File: src/rtl/iolp_ram.sv
module iolp_ram #(
   parameter int WIDTH = 8,
   parameter int DEPTH = 16
) (
   input  logic                                       clock,
   input  logic                                       wr_en,
   input  logic [((DEPTH > 1) ? $clog2(DEPTH) : 1)-1:0] wr_addr,
   input  logic [WIDTH-1:0]                           wr_data,
   input  logic                                       rd_en,
   input  logic [((DEPTH > 1) ? $clog2(DEPTH) : 1)-1:0] rd_addr,
   output logic [WIDTH-1:0]                           rd_data
);

   logic [WIDTH-1:0] mem_ff [0:DEPTH-1];
   logic [WIDTH-1:0] rd_data_ff;

   // write port
   always_ff @(posedge clock) begin
      if (wr_en) begin
         mem_ff[wr_addr] <= wr_data;
      end
   end

   // registered read port
   always_ff @(posedge clock) begin
      if (rd_en) begin
         rd_data_ff <= mem_ff[rd_addr];
      end
   end

   assign rd_data = rd_data_ff;

endmodule

File: config.mk
export PLATFORM = sky130hd
export DESIGN_NAME = iolp_ram
export DESIGN_NICKNAME = d
export VERILOG_FILES = /design/src/rtl/iolp_ram.sv
export SDC_FILE = /design/constraint.sdc
export NUM_CORES = 1
export LEC_CHECK = 0
export BUFFER_PORTS_ARGS = -buffer_cell sky130_fd_sc_hd__buf_4
export CORE_AREA = 2 2 111 113
export CTS_CLUSTER_SIZE = 8
export DETAILED_ROUTE_END_ITERATION = 7
export DIE_AREA = 0 0 113 115
export PLACE_DENSITY_LB_ADDON = 0.3
export SLEW_MARGIN = 0
export SYNTH_ARGS = -nofsm -noshare
export SYNTH_HDL_FRONTEND = slang
export SYNTH_SLANG_ARGS = --single-unit
File: constraint.sdc
create_clock -name clock -period 2 [get_ports clock]
set_clock_uncertainty 0.2 [all_clocks]
set_input_delay 0.1 -clock clock [delete_from_list [all_inputs] [get_ports clock]]
set_output_delay 0.1 -clock clock [all_outputs]
set_load 0.01 [all_outputs]
* Word level (Yosys, flattened, before mapping)
Memories as Yosys holds them, arrays and structs flattened. A register that Yosys moved wholly into a read port is not among the register bits.
Cells that the tools add are included.
** Operators by class
- Muxes and demuxes :: 2
** Operators by type and width (number)
- $mux 1 :: 2
** Word-level totals
- Word-level logic and storage cells :: 3
- Register bits :: 0
- RAM bits :: 128
- Memories kept :: 1
- Bits of input ports :: 19
- Output and inout bits :: 8
** Memory list
- mem_ff :: words 16, bits a word 8, rd ports 1, clocked after Yosys merged registers in 1, wr ports 1, RTL line 14 : logic [WIDTH-1:0] mem_ff [0:DEPTH-1];

* Depth between registers and ports, before layout
Gate-level depths: netlist of run 1.
- Depth after elaboration :: 2
- Gate-level depth with buffers :: 5
- Mapped depth without buffers :: 3

* Worst setup path after synthesis of run 1
OpenSTA, ideal clock, no wires.
- Kind :: input-to-reg
- Start point :: in wr_addr[2] in the netlist's numbering
- End point :: mem mem_ff[0][0] (enable)
- Stages on the path :: 2
- Arrival time :: 1210 ps
- Buffers on the path :: 0
- Setup time :: 383 ps
- Setup slack :: 207 ps
- Data required time :: 1417 ps
- Path through :: or3b_2 nor3_1
** RTL lines
- from (decl) :: RTL line 7 : input logic [((DEPTH > 1) ? $clog2(DEPTH) : 1)-1:0] wr_addr,
- to (decl) :: RTL line 14
No word-level cell before the write port.

==> out/metrics.cfg, run 1 <==
[critical_path]
worstPathCellList = mux4_1 -> a22oi_1 -> nand2_1
cpPeakStageDelay_ns = 0.53
critical_path.top_delay_family = multiplexers
endpoint = rd_data[0]
crit_cells = 3
arrival_ns = 1.69
path_buf_inv = 0
crit_path_max_fanout = 1
crit_start = mem_ff[1][0]
worstPathRequired_ns = 1.95
crit_path_end_kind = flop
rrSetupSlack_ns = 0.26
start_kind = flop
critPathSlowestCell = mux4_1
ff2ff_path_depth = 3
path_class = flop to flop
r2r-end = rd_data[0]
timing.rr.start = mem_ff[1][0]

[die]
ios = 27
initial_core_util = 0.4426
rows = 40
coreArea_um2 = 11810
dieArea_um2 = 13000
die-width_um = 113
die_h_um = 115

[placed_design]
dp_hpwl_um = 6441
place_congestion = 0.7287
io_buffers = 26
placed_cell_area_um2 = 5731

[synth]
avgSynthCellArea_um2 = 22.83
ys_ff_latch = 136
ys_seq_area_frac = 0.7812
netlist-cell-type-count = 18
synthCells = 229
synthesis.yosys.warnings = 0
syn_area_um2 = 5228
syn_nets = 248

[job]
cap_violations = 0

[detailed_routing]
drc = 2
ant_nets = 0
drtIter0Drc = 276
viasPerCell = 5.530
drtPass1Iterations = 7
detail_route.wl_per_cell_um = 22.80
via_count = 2516
wirelength_um = 10370

[clock_network]
htreeDepth = 4
cts_tree = done
clkLatencyLatePin_ns = 0.41
numCtsBuffers = 17
cts-root-buf = clkbuf_16
cts_num_sinks = 136
cts_setup_buffers = 0
clkTransAtPathRegs_ns = 0.05
clock_path_buffers = 2

[grt]
grt-ovfl-total = 0
grt_pass1_wl_um = 15270
grt_pass1_vias = 2560
antenna_found_initial = 0
grt_max_degree = 19
grt.total_usage = 0.1703

[timing]
max_freq_mhz = 574.1
final-setup-viol-count = 0
hold_violations = 0
slew_headroom = 0.7222
rsz0062_at_grt = no
fin_tns_setup_ns = 0
layout_min_cycle_time_ns = 1.742
worst-slew-pin-transition_ns = 0.4167
slew_violations = 0
finalCritPeriodShare = 0.8710

[finish]
num-fill-cells = 906
final_area_um2 = 6341
fin_nets = 315
insertedDiodeCount = 0
multi_input_area_um2 = 1057
seqCellArea_um2 = 4084
drive_above_1_share = 0.3052
syn2layout_area_growth_pct = 21.30

[status]
status = finished with violations
violations = design-rule violations

[power]
p_leak_nw = 2.162
cellPowerDensity_nw_per_um2 = 992.0
power_mw = 6.290
vdd_drop_max_v = 0.0005706

[min_path]
hold_path.class = primary input to flop

-- kinds of logic after synthesis --
logic type / count (synthesis) / synth area share
multiplexers: 32 / 0.1479
flip-flops: 136 / 0.7812
AO/OA/AOI/OAI: 16 / 0.02298
buffers and inverters: 10 / 0.01651
AND/OR/NAND/NOR: 35 / 0.03136
-- cells in the final DEF, fill, tap and decap left out --
| master | instances |
|---|---|
| nor2b_1 | 1 |
| clkinv_4 | 1 |
| and2_1 | 1 |
| dlygate4sd3_1 | 9 |
| and2b_1 | 1 |
| clkinv_1 | 2 |
| edfxtp_1 | 136 |
| or3b_2 | 1 |
| nand3b_1 | 2 |
| buf_12 | 3 |
| nor3_1 | 4 |
| clkbuf_16 | 17 |
| nor2_1 | 13 |
| mux4_1 | 14 |
| mux4_2 | 18 |
| nand2b_1 | 2 |
| nand3_1 | 1 |
| bufinv_16 | 1 |
| buf_4 | 46 |
| a22oi_1 | 16 |
| clkinvlp_4 | 1 |
| nand2_1 | 9 |
| clkinv_2 | 6 |
| clkbuf_1 | 3 |
-- area by class of cell --
| cell class | instances | share of cell area |
|---|---|---|
| Clock inverter | 11 | 0.01322 |
| Multi-Input combinational cell | 83 | 0.1667 |
| Tap cell | 147 | 0.02901 |
| Sequential cell | 136 | 0.6440 |
| Clock buffer | 20 | 0.06886 |
| Timing Repair Buffer | 58 | 0.07814 |
-- flip-flops by register name (all words and copies together) (netlist names) --
name	cells
rd_data	8
mem_ff	128
-- worst min-delay path: stages --
cell and delay [ns]:
buf_4 0.11, nor3_1 0.05, buf_4 0.18
-- power breakdown --
part	internal (mW)	switching, mW
Sequential	3.21	0.0179
Clock	1.68	1.05
Combinational	0.161	0.174
-- worst min-delay path by stage --
stage,start,cells after the start,to
after floorplan,wr_data[0],0,mem_ff[0][0]
after global placement,wr_data[6],1,mem_ff[6][6]
after detailed placement,wr_data[4],1,mem_ff[3][4]
after CTS,wr_addr[0],3,mem_ff[4][7]
after global routing,wr_addr[0],3,mem_ff[4][0]
final,wr_addr[0],3,mem_ff[0][0]
-- cell usage after synthesis --
cell type | number | share of area
clkdlybuf4s25_2 | 3 | 0.0057
mux4_2 | 18 | 0.078
nand2b_1 | 2 | 0.0024
nand3_1 | 1 | 0.00096
nand3b_1 | 2 | 0.0029
buf_2 | 3 | 0.0029
nor2b_1 | 1 | 0.0012
nor3_1 | 4 | 0.0038
nor2_1 | 13 | 0.0093
and2b_1 | 1 | 0.0014
edfxtp_1 | 136 | 0.78
a22oi_1 | 16 | 0.023
buf_6 | 3 | 0.0065
and2_1 | 1 | 0.0012
buf_4 | 1 | 0.0014
nand2_1 | 9 | 0.0065
mux4_1 | 14 | 0.070
or3b_2 | 1 | 0.0017
-- stage by stage --
step | instances | util | worst slack, ns | hold slack (ns)
3_5_place_dp | 415 | 0.4852 | 0.08058 | 0.2206
6_report | 455 | 0.5369 | 0.2581 | 0.01668
2_1_floorplan | 229 | - | 0.2071 | -0.001131
5_1_grt | 455 | 0.5369 | 0.2243 | 0.01489
4_1_cts | 455 | 0.5369 | 0.2552 | 0.003700
3_3_place_gp | 415 | 0.4852 | 0.07942 | 0.2086
-- metal layers --
layer	up-vias	routed length [um]	GRT usage
li1	1111	-	-
met4	0	179	0.07561
met5	-	0	0
met2	99	5114	0.2647
met3	13	822	0.04955
met1	1293	4256	0.2267
-- repair_timing --
item | in CTS | in global routing
gates resized for setup | 0 | 0
hold endpoints to repair | 136 | 0
hold buffers | 9 | 0
(Power assumes the default switching activity.)
==> inputs of run 2 (changes only) <==
Settings changed: CTS_BUF_LIST from default to sky130_fd_sc_hd__clkbuf_4.
==> out/metrics.cfg, run 2 (synthesized netlist as in run 1, its figures left out) <==
[status]
status = finished with violations  ; unchanged
violations = design-rule violations  ; unchanged

[critical_path]
arrival_ns = 1.95  ; was 1.69 ns
path_class = primary input to flop  ; was flop to flop
crit_path_max_fanout = 8  ; was 1
crit_path_end_kind = flop  ; unchanged
start_kind = primary input  ; was flop
worstPathRequired_ns = 2.01  ; was 1.95 ns

[detailed_routing]
wirelength_um = 10310  ; was 10370 um
detail_route.wl_per_cell_um = 22.26  ; was 22.80 um
ant_nets = 0  ; unchanged
via_count = 2550  ; was 2516
drc = 2  ; unchanged
drtPass1Iterations = 7  ; unchanged
viasPerCell = 5.508  ; was 5.530
drtIter0Drc = 236  ; was 276

[power]
switchingPower_mw = 1.075  ; was 1.241 mW
seqPwrFrac = 0.634  ; was 0.514
p_sw_frac = 0.2116  ; was 0.1973
comb_power_share = 0.068  ; was 0.053
p_int_mw = 4.006  ; was 5.049 mW
power_mw = 5.081  ; was 6.290 mW
vdd_drop_max_v = 0.0002751  ; was 0.0005706 V
clkPwrFrac = 0.298  ; was 0.433
cellPowerDensity_nw_per_um2 = 828.2  ; was 992.0 nW/um2
p_leak_nw = 2.079  ; was 2.162 nW

[finish]
final_cell_mix = edfxtp_1 (136), buf_4 (46), clkbuf_4 (20), mux4_2 (18), dlygate4sd3_1 (17)  ; was edfxtp_1 (136), buf_4 (46), mux4_2 (18), clkbuf_16 (17), a22oi_1 (16)
drive_above_1_share = 0.3070  ; was 0.3052
fin_nets = 323  ; was 315
final_area_um2 = 6135  ; was 6341 um2
insertedDiodeCount = 0  ; unchanged
largest_register_ffs = 128  ; unchanged
utilization = 0.5194  ; was 0.5369
largest_register = mem_ff  ; unchanged
layout_commonest_cell = edfxtp_1  ; unchanged
syn2layout_area_growth_pct = 17.35  ; was 21.30%

[job]
cap_violations = 0  ; unchanged

[grt]
grt_util_met2 = 0.2675  ; was 0.2647
grtUsageMet3 = 0.04955  ; unchanged
grt-ovfl-total = 0  ; unchanged
top_usage_layer = met2  ; unchanged
grt.total_usage = 0.1699  ; was 0.1703
grt_pass1_wl_um = 15260  ; was 15270 um
use_met1 = 0.2260  ; was 0.2267
antenna_found_initial = 0  ; unchanged
grt_max_degree = 19  ; unchanged
grt_pass1_vias = 2605  ; was 2560

[timing]
final-setup-viol-count = 0  ; unchanged
slew_violations = 0  ; unchanged
finalCritPeriodShare = 0.9704  ; was 0.8710
layout_min_cycle_time_ns = 1.941  ; was 1.742 ns
max_freq_mhz = 515.2  ; was 574.1 MHz
worst-slew-pin-transition_ns = 0.4244  ; was 0.4167 ns
slew_headroom = 0.7171  ; was 0.7222
hold_slack_ns = 0.05530  ; was 0.01668 ns
fin_tns_setup_ns = 0  ; unchanged
hold_violations = 0  ; unchanged
rsz0062_at_grt = no  ; unchanged

[clock_network]
clkLatencyLatePin_ns = 0.51  ; was 0.41 ns
clock_path_buffers = 2  ; unchanged
numCtsBuffers = 17  ; unchanged
cts_setup_buffers = 0  ; unchanged
cts-root-buf = clkbuf_4  ; was clkbuf_16
htreeDepth = 4  ; unchanged
clkTransAtPathRegs_ns = 0.11  ; was 0.05 ns
cts_tree = done  ; unchanged
cts_num_sinks = 136  ; unchanged

[placed_design]
placed_cell_area_um2 = 5731  ; unchanged
dp_hpwl_um = 6441  ; unchanged
io_buffers = 26  ; unchanged
place_congestion = 0.7287  ; unchanged

[die]
coreArea_um2 = 11810  ; unchanged
dieArea_um2 = 13000  ; unchanged
rows = 40  ; unchanged
ios = 27  ; unchanged
initial_core_util = 0.4426  ; unchanged
die_h_um = 115  ; unchanged
die-width_um = 113  ; unchanged

[min_path]
hold_path.class = primary input to flop  ; unchanged

==> run 2: layout make-up <==
class                   instances  area [um2]
fillers                       939        5677
clock inverters                11       83.83
clock buffers                  20       150.1
multi-input cells              83        1057
repair buffers                 66       575.6
flip-flops and latches        136        4084
well taps                     147       183.9
==> run 2: power by group through the flow <==
stage	clock network (mW)	logic [mW]	registers [mW]
2_1_floorplan	0	0.162	3.29
3_3_place_gp	0	0.320	3.29
3_5_place_dp	0	0.325	3.29
4_1_cts	1.56	0.351	3.22
5_1_grt	1.69	0.373	3.23
6_report	1.51	0.346	3.22
==> run 2: layer usage <==
| layer | vias to the layer above | wire length (um) |
|---|---|---|
| met5 | - | 0 |
| met3 | 14 | 686 |
| met2 | 90 | 5130 |
| met1 | 1316 | 4333 |
| met4 | 0 | 155 |
| li1 | 1130 | - |
==> run 2: critical path: stages <==
cell	delay (ns)
dlygate4sd3_1	0.54
buf_4	0.14
nand3b_1	0.22
nor3_1	0.17
dlygate4sd3_1	0.58
buf_4	0.20
==> run 2: stage by stage <==
| step | setup slack, ns | instances |
|---|---|---|
| 2_1_floorplan | 0.2071 | 229 |
| 3_3_place_gp | 0.07942 | 415 |
| 3_5_place_dp | 0.08058 | 415 |
| 4_1_cts | 0.1245 | 463 |
| 5_1_grt | 0.05353 | 463 |
| 6_report | 0.05911 | 463 |
==> run 2: worst paths after layout <==
kind | startpoint | to | slack, ns | cells past startpoint
max | wr_addr[3] | mem_ff[4][2] | 0.06 | 6
min | rd_addr[1] | rd_data[3] | 0.06 | 4
max reg2reg | mem_ff[1][0] | rd_data[0] | 0.27 | 3
min reg2reg | mem_ff[13][3] | rd_data[3] | 0.55 | 3
==> run 2: timing repair <==
item,CTS,global route
endpoints found under the setup margin,0,0
hold buffers,17,0
gates resized for setup,0,0
endpoints found under the hold margin,203,0
==> inputs of run 3 (changes only) <==
Settings changed: CTS_BUF_LIST sky130_fd_sc_hd__clkbuf_4 to sky130_fd_sc_hd__clkbuf_2 sky130_fd_sc_hd__clkbuf_4 sky130_fd_sc_hd__clkbuf_8.
==> out/metrics.cfg, run 3 (synthesized netlist as in run 1, its figures left out) <==
[grt]
grt.total_usage = 0.1696  ; was 0.1699
grt_pass1_wl_um = 15220  ; was 15260 um
antenna_found_initial = 0  ; unchanged
grt_pass1_vias = 2585  ; was 2605
grt_max_degree = 19  ; unchanged
grt-ovfl-total = 0  ; unchanged

[timing]
hold_slack_ns = 0.1064  ; was 0.05530 ns
finalCritPeriodShare = 0.9108  ; was 0.9704
fin_tns_setup_ns = 0  ; unchanged
slew_headroom = 0.7310  ; was 0.7171
slew_violations = 0  ; unchanged
hold_violations = 0  ; unchanged
layout_min_cycle_time_ns = 1.822  ; was 1.941 ns
final-setup-viol-count = 0  ; unchanged
max_freq_mhz = 549.0  ; was 515.2 MHz
rsz0062_at_grt = no  ; unchanged
worst-slew-pin-transition_ns = 0.4036  ; was 0.4244 ns

[die]
die_h_um = 115  ; unchanged
dieArea_um2 = 13000  ; unchanged
rows = 40  ; unchanged
initial_core_util = 0.4426  ; unchanged
coreArea_um2 = 11810  ; unchanged
ios = 27  ; unchanged
die-width_um = 113  ; unchanged

[min_path]
min_from = wr_addr[3]  ; was rd_addr[1]
hold_path.class = primary input to flop  ; unchanged
hold-path-endpoint = mem_ff[1][7]  ; was rd_data[3]
hold_depth = 4  ; unchanged

[critical_path]
r2r-end = rd_data[0]  ; unchanged
crit_path_end_kind = flop  ; unchanged
rrSetupSlack_ns = 0.26  ; was 0.27 ns
path_class = primary input to flop  ; unchanged
crit_path_max_fanout = 8  ; unchanged
start_kind = primary input  ; unchanged
worstPathRequired_ns = 1.93  ; was 2.01 ns
arrival_ns = 1.75  ; was 1.95 ns
crit_start = wr_addr[1]  ; was wr_addr[3]
ff2ff_path_depth = 3  ; unchanged
timing.rr.start = mem_ff[1][0]  ; unchanged

[placed_design]
dp_cells = 415  ; unchanged
place_congestion = 0.7287  ; unchanged
dp_hpwl_um = 6441  ; unchanged
placed_cell_area_um2 = 5731  ; unchanged
io_buffers = 26  ; unchanged

[finish]
final_area_um2 = 6191  ; was 6135 um2
layout_commonest_cell = edfxtp_1  ; unchanged
largest_register_ffs = 128  ; unchanged
syn2layout_area_growth_pct = 18.43  ; was 17.35%
fin_nets = 318  ; was 323
insertedDiodeCount = 0  ; unchanged
drive_above_1_share = 0.3119  ; was 0.3070
final_cells = 458  ; was 463
final_cell_mix = edfxtp_1 (136), buf_4 (46), mux4_2 (18), clkbuf_8 (17), a22oi_1 (16)  ; was edfxtp_1 (136), buf_4 (46), clkbuf_4 (20), mux4_2 (18), dlygate4sd3_1 (17)
largest_register = mem_ff  ; unchanged

[detailed_routing]
ant_nets = 0  ; unchanged
viasPerCell = 5.555  ; was 5.508
wirelength_um = 10350  ; was 10310 um
via_count = 2544  ; was 2550
detail_route.wl_per_cell_um = 22.60  ; was 22.26 um
drtIter0Drc = 197  ; was 236
drc = 2  ; unchanged
drtPass1Iterations = 6  ; was 7

[clock_network]
cts.repair.resized = 0  ; unchanged
htreeDepth = 4  ; unchanged
numCtsBuffers = 17  ; unchanged
clock_path_buffers = 2  ; unchanged
cts_tree = done  ; unchanged
cts-root-buf = clkbuf_8  ; was clkbuf_4
clkTransAtPathRegs_ns = 0.07  ; was 0.11 ns
holdBufCountCts = 12  ; was 17
cts_num_sinks = 136  ; unchanged
clkLatencyLatePin_ns = 0.43  ; was 0.51 ns
cts_setup_buffers = 0  ; unchanged

[power]
seqPwrFrac = 0.587  ; was 0.634
switchingPower_mw = 1.133  ; was 1.075 mW
p_int_mw = 4.365  ; was 4.006 mW
power_mw = 5.498  ; was 5.081 mW
vdd_drop_max_v = 0.0003546  ; was 0.0002751 V
cellPowerDensity_nw_per_um2 = 888.0  ; was 828.2 nW/um2
clkPwrFrac = 0.351  ; was 0.298
p_leak_nw = 2.101  ; was 2.079 nW
comb_power_share = 0.062  ; was 0.068
p_sw_frac = 0.2061  ; was 0.2116

[job]
cap_violations = 0  ; unchanged

[status]
status = finished with violations  ; unchanged
violations = design-rule violations  ; unchanged

[run 3: cell type report]
| class | count | area (um2) |
|---|---|---|
| clock buffer | 20 | 256.5 |
| clock inverter | 11 | 83.83 |
| fill | 932 | 5620 |
| multi-input combinational | 83 | 1057 |
| sequential | 136 | 4084 |
| tap | 147 | 183.9 |
| timing repair buffer | 61 | 525.5 |
[run 3: how the worst max path moves through the flow]
stage                    to  slack [ns]
6_report       mem_ff[4][2]        0.18
5_1_grt        mem_ff[4][2]        0.16
4_1_cts        mem_ff[4][2]        0.24
3_5_place_dp     rd_data[5]        0.08
3_3_place_gp     rd_data[5]        0.08
2_1_floorplan  mem_ff[0][0]        0.21
[run 3: power groups by stage]
| stage | Sequential (mW) | Combinational [mW] | Clock, mW |
|---|---|---|---|
| 2_1_floorplan | 3.29 | 0.162 | 0 |
| 3_3_place_gp | 3.29 | 0.320 | 0 |
| 3_5_place_dp | 3.29 | 0.325 | 0 |
| 4_1_cts | 3.23 | 0.344 | 1.98 |
| 5_1_grt | 3.23 | 0.365 | 2.11 |
| 6_report | 3.23 | 0.339 | 1.93 |
[run 3: worst max-delay path: stages]
cell	delay, ns
dlygate4sd3_1	0.53
buf_4	0.15
nor3_1	0.18
dlygate4sd3_1	0.58
buf_4	0.21
[run 3: routing by layer]
| metal | global-route usage | vias to the layer above | routed length (um) |
|---|---|---|---|
| met5 | 0 | - | 0 |
| met4 | 0.07154 | 0 | 142 |
| met3 | 0.05008 | 11 | 763 |
| met2 | 0.2651 | 104 | 5182 |
| met1 | 0.2260 | 1312 | 4261 |
| li1 | - | 1117 | - |
[run 3: per-stage QoR]
step           setup slack [ns]  utilization
2_1_floorplan            0.2071            -
3_3_place_gp            0.07942       0.4852
3_5_place_dp            0.08058       0.4852
4_1_cts                  0.2442       0.5242
5_1_grt                  0.1634       0.5242
6_report                 0.1784       0.5242
